File: config.mk
export PLATFORM = sky130hd
export DESIGN_NAME = sha1_hash_engine
export DESIGN_NICKNAME = d
export VERILOG_FILES = /design/src/rtl/sha1_pkg.sv /design/src/rtl/sha1_hash_engine.sv /design/src/rtl/sha1_dp.sv /design/src/rtl/sha1_ctrl.sv
export SDC_FILE = /design/constraint.sdc
export NUM_CORES = 2
export LEC_CHECK = 0
export BUFFER_PORTS_ARGS = -buffer_cell sky130_fd_sc_hd__buf_2
export CAP_MARGIN = 5
export CORE_MARGIN = 2
export CORE_UTILIZATION = 54
export DETAILED_ROUTE_END_ITERATION = 16
export PLACE_DENSITY_LB_ADDON = 0.3
export REMOVE_ABC_BUFFERS = 1
export SYNTH_ARGS = -nofsm -noshare
export SYNTH_HDL_FRONTEND = slang
export SYNTH_SLANG_ARGS = --single-unit
File: constraint.sdc
create_clock -name clk -period 20.3 [get_ports clk]
set_input_delay 2.03 -clock clk [delete_from_list [all_inputs] [get_ports clk]]
set_output_delay 2.03 -clock clk [all_outputs]
set_load 0.02 [all_outputs]
File: src/rtl/sha1_pkg.sv
// Shared constants, command and status types, and round functions for the SHA-1 engine.
package sha1_pkg;

	localparam int unsigned NumH = 5;
	localparam int unsigned NumW = 16;
	localparam int unsigned Rounds = 80;

	localparam logic [31:0] H0Init = 32'h67452301;
	localparam logic [31:0] H1Init = 32'hEFCDAB89;
	localparam logic [31:0] H2Init = 32'h98BADCFE;
	localparam logic [31:0] H3Init = 32'h10325476;
	localparam logic [31:0] H4Init = 32'hC3D2E1F0;

	localparam logic [31:0] K0 = 32'h5A827999;
	localparam logic [31:0] K1 = 32'h6ED9EBA1;
	localparam logic [31:0] K2 = 32'h8F1BBCDC;
	localparam logic [31:0] K3 = 32'hCA62C1D6;

	localparam logic [7:0] PadByte = 8'h80;
	localparam logic [5:0] LenPos = 6'd56;
	localparam logic [5:0] LastPos = 6'd63;
	localparam logic [2:0] LastLenByte = 3'd7;
	localparam logic [6:0] LastRound = 7'(Rounds - 1);
	localparam logic [2:0] LastWord = 3'(NumH - 1);

	typedef enum logic [1:0] {
		BSEL_IN,
		BSEL_PAD,
		BSEL_ZERO,
		BSEL_LEN
	} byte_sel_t;

	typedef struct packed {
		logic      byte_en;
		byte_sel_t byte_sel;
		logic      count_bits;
		logic [2:0] len_idx;
		logic      rounds_load;
		logic      round_en;
		logic [6:0] round_idx;
		logic      block_done;
		logic      msg_init;
		logic [2:0] word_sel;
	} cmd_t;

	typedef struct packed {
		logic [5:0] pos;
	} status_t;

	function automatic logic [1:0] round_phase(input logic [6:0] idx);
		logic [1:0] ph;
		if (idx < 7'd20) begin
			ph = 2'd0;
		end else if (idx < 7'd40) begin
			ph = 2'd1;
		end else if (idx < 7'd60) begin
			ph = 2'd2;
		end else begin
			ph = 2'd3;
		end
		return ph;
	endfunction

	function automatic logic [31:0] round_k(input logic [1:0] ph);
		logic [31:0] k;
		case (ph)
			2'd0: k = K0;
			2'd1: k = K1;
			2'd2: k = K2;
			default: k = K3;
		endcase
		return k;
	endfunction

	function automatic logic [31:0] round_f(input logic [1:0] ph, input logic [31:0] b,
			input logic [31:0] c, input logic [31:0] d);
		logic [31:0] f;
		case (ph)
			2'd0: f = (b & c) | (~b & d);
			2'd2: f = (b & c) | (b & d) | (c & d);
			default: f = b ^ c ^ d;
		endcase
		return f;
	endfunction

endpackage

File: src/rtl/sha1_hash_engine.sv
// An item that completes a 64-byte block starts compression: the 80 rounds run on one shared
// round unit, then the chaining update follows; no new item is taken until that is done.
// After an end item the engine writes pad bytes and the eight length bytes and compresses one
// or two more blocks, then shows the five digest words, one per cycle when taken.
// Reset is asynchronous and active low; it loads the initial hash values and clears the
// byte position and bit length at once, with no clearing pass.
module sha1_hash_engine (
	input  logic        clk,
	input  logic        arst_n,
	input  logic        s_tvalid,
	output logic        s_tready,
	input  logic [7:0]  s_tdata,   // [7:0] data_byte
	input  logic        s_tuser,   // [0] has_byte
	input  logic        s_tlast,
	output logic        m_tvalid,
	input  logic        m_tready,
	output logic [39:0] m_tdata,   // [31:0] digest_word, [34:32] word_index, [39:35] zero
	output logic        m_tlast
);

	sha1_pkg::cmd_t    cmd;
	sha1_pkg::status_t status;
	logic [31:0]       digest;
	logic [2:0]        out_idx;

	sha1_ctrl u_ctrl (
		.clk         (clk),
		.arst_n      (arst_n),
		.in_valid    (s_tvalid),
		.in_ready    (s_tready),
		.in_has_byte (s_tuser),
		.in_end      (s_tlast),
		.out_valid   (m_tvalid),
		.out_ready   (m_tready),
		.out_idx     (out_idx),
		.out_last    (m_tlast),
		.status      (status),
		.cmd         (cmd)
	);

	sha1_dp u_dp (
		.clk     (clk),
		.arst_n  (arst_n),
		.cmd     (cmd),
		.in_byte (s_tdata),
		.status  (status),
		.digest  (digest)
	);

	assign m_tdata = {5'b00000, out_idx, digest};

endmodule

File: src/rtl/sha1_dp.sv
// Datapath: byte packing, message schedule window, round registers and chaining words.
module sha1_dp (
	input  logic             clk,
	input  logic             arst_n,
	input  sha1_pkg::cmd_t   cmd,
	input  logic [7:0]       in_byte,
	output sha1_pkg::status_t status,
	output logic [31:0]      digest
);

	logic [31:0] h_q [sha1_pkg::NumH];
	logic [31:0] w_q [sha1_pkg::NumW];
	logic [23:0] acc_q;
	logic [31:0] a_q, b_q, c_q, d_q, e_q;
	logic [5:0]  pos_q;
	logic [63:0] bits_q;

	logic [7:0]  byte_val;
	logic [31:0] packed_word;
	logic [31:0] sched_x;
	logic [31:0] sched_word;
	logic [31:0] w_next;
	logic        w_shift;
	logic [1:0]  phase;
	logic [31:0] t_sum;

	always_comb begin
		case (cmd.byte_sel)
			sha1_pkg::BSEL_IN:   byte_val = in_byte;
			sha1_pkg::BSEL_PAD:  byte_val = sha1_pkg::PadByte;
			sha1_pkg::BSEL_LEN:  byte_val = bits_q[{~cmd.len_idx, 3'b000} +: 8];
			default:             byte_val = 8'h00;
		endcase
	end

	assign packed_word = {acc_q, byte_val};
	assign sched_x = w_q[13] ^ w_q[8] ^ w_q[2] ^ w_q[0];
	assign sched_word = {sched_x[30:0], sched_x[31]};
	assign w_next = cmd.round_en ? sched_word : packed_word;
	assign w_shift = cmd.round_en || (cmd.byte_en && (pos_q[1:0] == 2'b11));

	assign phase = sha1_pkg::round_phase(cmd.round_idx);
	assign t_sum = {a_q[26:0], a_q[31:27]} + sha1_pkg::round_f(phase, b_q, c_q, d_q)
		+ e_q + sha1_pkg::round_k(phase) + w_q[0];

	always_ff @(posedge clk) begin
		if (cmd.byte_en) begin
			acc_q <= packed_word[23:0];
		end
		if (w_shift) begin
			for (int i = 0; i < sha1_pkg::NumW - 1; i++) begin
				w_q[i] <= w_q[i + 1];
			end
			w_q[sha1_pkg::NumW - 1] <= w_next;
		end
		if (cmd.rounds_load) begin
			a_q <= h_q[0];
			b_q <= h_q[1];
			c_q <= h_q[2];
			d_q <= h_q[3];
			e_q <= h_q[4];
		end else if (cmd.round_en) begin
			a_q <= t_sum;
			b_q <= a_q;
			c_q <= {b_q[1:0], b_q[31:2]};
			d_q <= c_q;
			e_q <= d_q;
		end
	end

	always_ff @(posedge clk or negedge arst_n) begin
		if (!arst_n) begin
			h_q[0] <= sha1_pkg::H0Init;
			h_q[1] <= sha1_pkg::H1Init;
			h_q[2] <= sha1_pkg::H2Init;
			h_q[3] <= sha1_pkg::H3Init;
			h_q[4] <= sha1_pkg::H4Init;
			pos_q <= '0;
			bits_q <= '0;
		end else if (cmd.msg_init) begin
			h_q[0] <= sha1_pkg::H0Init;
			h_q[1] <= sha1_pkg::H1Init;
			h_q[2] <= sha1_pkg::H2Init;
			h_q[3] <= sha1_pkg::H3Init;
			h_q[4] <= sha1_pkg::H4Init;
			pos_q <= '0;
			bits_q <= '0;
		end else begin
			if (cmd.block_done) begin
				h_q[0] <= h_q[0] + a_q;
				h_q[1] <= h_q[1] + b_q;
				h_q[2] <= h_q[2] + c_q;
				h_q[3] <= h_q[3] + d_q;
				h_q[4] <= h_q[4] + e_q;
			end
			if (cmd.byte_en) begin
				pos_q <= pos_q + 6'd1;
			end
			if (cmd.count_bits) begin
				bits_q <= bits_q + 64'd8;
			end
		end
	end

	always_comb begin
		case (cmd.word_sel)
			3'd0: digest = h_q[0];
			3'd1: digest = h_q[1];
			3'd2: digest = h_q[2];
			3'd3: digest = h_q[3];
			3'd4: digest = h_q[4];
			default: digest = '0;
		endcase
	end

	assign status.pos = pos_q;

endmodule

File: src/rtl/sha1_ctrl.sv
// Controller: sequences byte loading, padding, the 80 rounds and the digest output.
module sha1_ctrl (
	input  logic              clk,
	input  logic              arst_n,
	input  logic              in_valid,
	output logic              in_ready,
	input  logic              in_has_byte,
	input  logic              in_end,
	output logic              out_valid,
	input  logic              out_ready,
	output logic [2:0]        out_idx,
	output logic              out_last,
	input  sha1_pkg::status_t status,
	output sha1_pkg::cmd_t    cmd
);

	typedef enum logic [2:0] {
		ST_IDLE,
		ST_PAD,
		ST_LEN,
		ST_COMP,
		ST_FIN,
		ST_OUT
	} state_t;

	state_t     state_q;
	state_t     ret_q;
	logic [6:0] round_q;
	logic [2:0] len_q;
	logic [2:0] word_q;
	logic       pad_q;

	logic accept;
	logic pos_last;
	logic pad_done;

	assign in_ready = (state_q == ST_IDLE);
	assign accept = in_valid && in_ready;
	assign out_valid = (state_q == ST_OUT);
	assign out_idx = word_q;
	assign out_last = (word_q == sha1_pkg::LastWord);
	assign pos_last = (status.pos == sha1_pkg::LastPos);
	assign pad_done = pad_q && (status.pos == sha1_pkg::LenPos);

	always_comb begin
		cmd = '0;
		cmd.byte_sel = sha1_pkg::BSEL_IN;
		cmd.len_idx = len_q;
		cmd.round_idx = round_q;
		cmd.word_sel = word_q;
		case (state_q)
			ST_IDLE: begin
				if (accept && in_has_byte) begin
					cmd.byte_en = 1'b1;
					cmd.count_bits = 1'b1;
					cmd.rounds_load = pos_last;
				end
			end
			ST_PAD: begin
				if (!pad_done) begin
					cmd.byte_en = 1'b1;
					cmd.byte_sel = pad_q ? sha1_pkg::BSEL_ZERO : sha1_pkg::BSEL_PAD;
					cmd.rounds_load = pos_last;
				end
			end
			ST_LEN: begin
				cmd.byte_en = 1'b1;
				cmd.byte_sel = sha1_pkg::BSEL_LEN;
				cmd.rounds_load = (len_q == sha1_pkg::LastLenByte);
			end
			ST_COMP: begin
				cmd.round_en = 1'b1;
			end
			ST_FIN: begin
				cmd.block_done = 1'b1;
			end
			ST_OUT: begin
				cmd.msg_init = out_ready && out_last;
			end
			default: begin
			end
		endcase
	end

	always_ff @(posedge clk or negedge arst_n) begin
		if (!arst_n) begin
			state_q <= ST_IDLE;
			ret_q <= ST_IDLE;
			round_q <= '0;
			len_q <= '0;
			word_q <= '0;
			pad_q <= 1'b0;
		end else begin
			case (state_q)
				ST_IDLE: begin
					if (accept) begin
						pad_q <= 1'b0;
						if (in_has_byte && pos_last) begin
							state_q <= ST_COMP;
							round_q <= '0;
							ret_q <= in_end ? ST_PAD : ST_IDLE;
						end else if (in_end) begin
							state_q <= ST_PAD;
						end
					end
				end
				ST_PAD: begin
					if (pad_done) begin
						state_q <= ST_LEN;
						len_q <= '0;
					end else begin
						pad_q <= 1'b1;
						if (pos_last) begin
							state_q <= ST_COMP;
							round_q <= '0;
							ret_q <= ST_PAD;
						end
					end
				end
				ST_LEN: begin
					len_q <= len_q + 3'd1;
					if (len_q == sha1_pkg::LastLenByte) begin
						state_q <= ST_COMP;
						round_q <= '0;
						ret_q <= ST_OUT;
					end
				end
				ST_COMP: begin
					round_q <= round_q + 7'd1;
					if (round_q == sha1_pkg::LastRound) begin
						state_q <= ST_FIN;
					end
				end
				ST_FIN: begin
					state_q <= ret_q;
					word_q <= '0;
				end
				ST_OUT: begin
					if (out_ready) begin
						if (out_last) begin
							state_q <= ST_IDLE;
						end else begin
							word_q <= word_q + 3'd1;
						end
					end
				end
				default: begin
					state_q <= ST_IDLE;
				end
			endcase
		end
	end

endmodule

# Yosys cells after proc, flatten, opt, wreduce, memory -nomap -nowiden
# Memories as Yosys holds them, arrays and structs flattened.
# Index checks and enable logic that the tools add are counted.
# word_totals
ff_bits	434
ram_bits	512
inputBits	14
out_inout_bits	43
elab_cells	177
mem_count	1
# classes
n_addsub	14
n_lt_le_gt_ge	3
eq_ne	30
n_shift	1
muxes	69
n_bitwise	14
reduce_logical	26
# memory_table
name	words	width	read_ports	rd_clocked_by_memory_dff	write_ports	line_no	text
u_dp.w_q	16	32	16	0	16	sha1_dp.sv:12	logic [31:0] w_q [sha1_pkg::NumW];
# ops
cell	n
2-to-1 mux 32 bit	11
2-to-1 mux 160 bit	2
adder 32 bit	9
case mux 32 bit (5 select lines)	1
bitwise XOR 32 bit	5
AND 32 bit	4
2-to-1 mux 64 bit	2
bitwise OR 32 bit	3
case mux 32 bit (3 select lines)	1
adder 64 x 4 -> 64 bit, second input constant	1
case mux 32 bit (2 select lines)	1
variable part select 64 x 7 -> 8 bit	1
2-to-1 mux 3 bit	18
2-to-1 mux 7 bit	5
inverter 32 bit	1
case mux 7 bit (4 select lines)	1
case mux 8 bit (3 select lines)	1
case mux 3 bit (6 select lines)	1
less-than comparator 7 x 6 -> 1 bit, second input constant	2
nonzero test 2 bit	7
2-to-1 mux 1 bit	13
== test 3 x 2 -> 1 bit, second input constant	4
== test 3 bit, second input constant	4
== test 6 bit, second input constant	2
30 further kinds	57

# Longest topological paths before layout
# depth
word_depth	12
ltp_mapped	25
depth_no_buf	24

# Cells and area by module
# Synthesis repeated with hierarchy kept, for this count alone.
# unflattened
hier_cells	4213
area_unflattened_um2	49291.0
# modules_own_cells
module	n_inst	cells_per_inst	area_per_inst_um2	seq_area_each_um2
sha1_dp	1	4056	47927.2	26680.6
sha1_ctrl	1	151	1322.5	475.5
sha1_hash_engine	1	6	41.3	0.0

# Worst setup path before layout
# Ideal clock, no wire load.
# synth_timing
path_type	input port to flip-flop
start	input s_tvalid
end	memory u_dp.w_q[0][0], enable pin
setup_time_ps	3682
arrival_time_ps	11648
t_required_ps	16618
path_slack_ps	4970
cell_stages	6
n_path_buf	2
path_cell_list	and3_1 -> buf_4 -> or3_1 -> clkbuf_1 -> nand2_1 -> nand2_1
# synth_lines
element	line_no	text
from (decl)	sha1_hash_engine.sv:10	input logic s_tvalid,
to (decl)	sha1_dp.sv:12	

# Worst setup path after layout
# layout_timing
start	register u_ctrl.round_q[5]
end	register u_dp.a_q[29], data pin
# layout_via
elab_chain_cells	12
word_cells_on_any_way	17
# layout_rtl
element	line_no	text
from (decl)	sha1_ctrl.sv:28	logic [6:0] round_q;
from (signal assigned)	sha1_ctrl.sv:129	round_q <= round_q + 7'd1;
less-than comparator 7 x 6 -> 1 bit	sha1_pkg.sv:56	end else if (idx < 7'd60) begin
2-to-1 mux 1 bit	sha1_pkg.sv:56	
2-to-1 mux 2 bit	sha1_pkg.sv:54	end else if (idx < 7'd40) begin
2-to-1 mux 2 bit (*)	sha1_pkg.sv:52	if (idx < 7'd20) begin
== test 2 bit or zero test 2 bit (tied branches)	sha1_pkg.sv:66, sha1_pkg.sv:78	
case mux 32 bit (2 select lines)	sha1_pkg.sv:78	case (ph)
adder 32 bit	sha1_dp.sv:43	assign t_sum = {a_q[26:0], a_q[31:27]} + sha1_pkg::round_f(phase, b_q, c_q, d_q)
adder 32 bit	sha1_dp.sv:44	+ e_q + sha1_pkg::round_k(phase) + w_q[0];
adder 32 bit (*) (2 in series)	sha1_dp.sv:44	
2-to-1 mux 32 bit (*)	sha1_dp.sv:62	end else if (cmd.round_en) begin
2-to-1 mux 32 bit (*)	sha1_dp.sv:56	if (cmd.rounds_load) begin
to (signal assigned)	sha1_dp.sv:57	a_q <= h_q[0];
to (signal assigned)	sha1_dp.sv:63	a_q <= t_sum;
to (decl)	sha1_dp.sv:14	logic [31:0] a_q, b_q, c_q, d_q, e_q;
# Every way passes the cells marked *; elsewhere a longest branch is shown, timed or not. The select of a mux whose other input is x is not followed.
# A chain may end at the register's enable or synchronous reset.

==> impl_results.md <==
* Pwr dens at a little over 70 nW/µm²
* Pre-antenna DRT Iters at 6
* Die Y at ~310 µm
* Post-Syn Area at 49000 µm²
* PortBufs at 51
* Element type at the critical path start: register
* Static Leak at between 0.02 and 0.025 µW
* Share of post-route cells with drive strength above 1 at under 10%
* Hpwl dp at approximately 88 mm
* Final period util at between 30% and 40%
* Cts-stage hold buffer count at 0
* Vias post-DR at between 30k and 40k
* Total CTS buffers at 96
* Number of global-route vias before repair at 32.6k
* Psw at between 700 and 800 µW
* Initial core utilization at a little over half
* Setup_tns at 0 ns
* Total GRT Usage at a little over a quarter
* Most frequent cells in the layout: edfxtp_1, nand2_1, o21ai_0
* Fill cell count at 7168
* Die width at between 300 and 400 µm
* Site row count at 110
* Hold Path Depth at 0
* Slew Limit Fails at 0
* CP Depth at 24
* Post-synthesis to final-layout area growth at 9.71%
* Clock Path Buffers at 3
* Post-Layout Cell Count at 5542
* Clk pwr share at 47.0%
* Clk root buf: clkbuf_16
* Gpl congestion at around 0.97
* H-Tree Depth at 3
* Sequential Power Share at around 53%
* Cells after Synth at around 4.3k
* Multi-input gate area at 20400 µm²
* Most common cell after layout, fill and taps aside: edfxtp_1
* Die area at slightly above 90000 µm²
* Vias/cell at 6.11
* Iteration-0 DRC Markers at 3821
* Slowest cell on the critical path: ha_1
* Drt drc at 0
* Worst EP required at 20.67 ns
* Final hold vios at 0
* Achievable Freq at around 0.13 GHz
* Slew HR at 27.1%
* Sequential-to-total area share from yosys stat at about 55%
* Worst-margin pin slew at ~1.1 ns
* Routed length per placed instance at 23.0 µm
* First-pass GRT wire length at between 150 and 200 mm
* Placed Cells at ~5.4k
* Hold crit path type: reg2reg
* CTS tree: built
* Synth Flop Type: edfxtp_1
* Worst Path Arrival at ~8 ns
* Nets at 4630
* WP buf/inv at 5
* Final setup viols at 0
* Sw frac at 20.0%
* Logic pwr share at less than 1%
* Ant diodes at 0
* Initial antenna violation count at 2
* Core box area at between 90000 and 100000 µm²
* Setup CP Type: reg2reg
* Average cell area after synthesis at roughly 12 µm²
* Synth warnings at 0
* Io pins at 57
* Post-synth EDFFs at between 600 and 700
* #FFs+latches synth at ~940
* Clk pin slew, worst setup/hold paths at about 0.060 ns
* Synth cell types at between 100 and 150
* Clk_lat worst skew at between 0.6 and 0.7 ns
* Min cycle time layout at 7.67 ns
* Crit path max-delay family: adder cells
* Status: completed
* P_int at about 3100 µW
* Crit path max fanout at 19
* FF/Latch Area at 27200 µm²
* Overflow left after global routing at 0
* Critical path capture point type: register
* VDD IR-drop max at between 100 and 150 µV
* R2R cell count at 24
* Max Clock Skew at about 0.039 ns
* Post-CTS Resized at 0
* Worst stage delay on the critical path at slightly below 0.9 ns
* CP Cell Sequence: inv_1, maj3_1, a221oi_1, ha_1, buf_4, a22oi_1, a21oi_1, fa_1, inv_1, fa_1, fa_1, inv_1, ha_1, inv_1, fa_1, nor2b_1, o31a_1, o31a_1, a31o_1, a21o_1, a2111oi_4, o31ai_1, xnor2_1, o21ai_0
* Final ANT Viol Nets at 0
* Largest net degree at the start of global routing at 210
* Final WL at approximately 130 mm
* Clock Sink Count at around 940
* RSZ-0062 raised after global routing: no
* Max Cap Viol at 0
* Ys async rst share at about a quarter
* Postcts setup bufs at 0
## cell families (layout without fill, tap and decap cells)
kind of cell	count (synthesis)	count (layout)	synth area share, %
simple gates	1255	1255	11.5
compound gates	973	973	12.6
flops	942	942	55.4
buf+inv	398	509	3.19
fa+ha+maj	334	334	10.4
xor+xnor	285	285	5.09
mux	63	63	1.70
other cells	1	5	0.00765
## final timing paths
check | endpoint | startpoint | slack [ns]
max | u_dp.a_q[29] | u_ctrl.round_q[5] | 12.63
min | u_dp.w_q[7][26] | u_dp.w_q[7][58] | 0.40
max reg2reg | u_dp.a_q[29] | u_ctrl.round_q[5] | 12.63
min reg2reg | u_dp.w_q[7][26] | u_dp.w_q[7][58] | 0.40
max in group asynchronous | u_dp.bits_q[61] | arst_n | 17.40
min in group asynchronous | u_dp.h_q[51] | arst_n | 1.45
## worst reg2reg max path: cells and delay by family (launching register included)
| family | cells | cell delay, ns |
|---|---|---|
| DFF | 1 | 0.49 |
| xor gates and xnor gates | 1 | 0.16 |
| adders and majority gates | 7 | 3.14 |
| AOI/OAI and AO/OA | 10 | 2.80 |
| buffers and inverters | 5 | 0.71 |
| and+or+nand+nor | 1 | 0.07 |
## final cells by class
type	instances	share of cell area, %
Inverter	237	1.66
Tap cell	1176	2.74
Timing Repair Buffer	91	1.10
Sequential cell	942	50.5
Clock inverter	50	1.23
Clock buffer	131	4.86
Multi-Input combinational cell	2915	37.9
## registers in the layout, indices dropped and copies added (netlist names)
register,count
u_dp.acc_q,24
u_ctrl.pad_q,1
u_dp.status,6
u_ctrl.state_q,3
u_dp.e_q,32
u_ctrl.ret_q,2
u_dp.d_q,32
u_dp.h_q,160
u_ctrl.out_idx,3
u_dp.c_q,32
u_dp.bits_q,61
u_ctrl.round_q,7
u_dp.b_q,32
u_ctrl.len_q,3
u_dp.w_q,512
u_dp.a_q,32
## through the flow
step	utilization, %	setup WS [ns]	area [µm²]	hold WS (ns)	total power (µW)
after floorplan	-	5.13	48400	0.400	2090
after global placement	56.1	12.86	50500	0.400	2100
after detailed placement	56.1	12.66	50500	0.405	2100
after CTS	59.7	12.66	53800	0.397	3920
after global routing	59.7	12.15	53800	0.401	3990
final	59.7	12.63	53800	0.403	3890
## routing by layer
layer / track usage (%) / routed length (µm)
met2: 41.9 / 57400
met4: 12.6 / 6380
met5: 0 / 12
met3: 4.65 / 10400
met1: 38.2 / 53400
## cells in the mapped netlist, drive strengths merged (34+ instances only)
library cell / n / area, µm²
inv: 236 / 886
buf: 47 / 243
fa: 125 / 2500
and3: 38 / 244
or3: 34 / 218
a21oi: 247 / 1240
a211oi: 34 / 260
o21a: 35 / 263
a22oi: 74 / 561
dfstp: 80 / 2100
nand2: 636 / 2390
a21o: 77 / 578
nor3: 60 / 322
nand3: 137 / 686
nor2: 214 / 803
xor2: 100 / 876
ha: 208 / 2600
edfxtp: 696 / 20900
xnor2: 185 / 1620
dfrtp: 166 / 4150
o21ai: 287 / 1440
clkbuf: 114 / 429
## power by group through the flow
stage | Clock, µW | Combinational (µW) | Sequential, µW
after global placement | 0 | 15.3 | 2090
after detailed placement | 0 | 15.2 | 2090
final | 1830 | 14.7 | 2050
after CTS | 1860 | 15.2 | 2050
after floorplan | 0 | 1.38 | 2090
after global routing | 1930 | 16.9 | 2050
No activity file was read; power rests on OpenSTA's default activity.
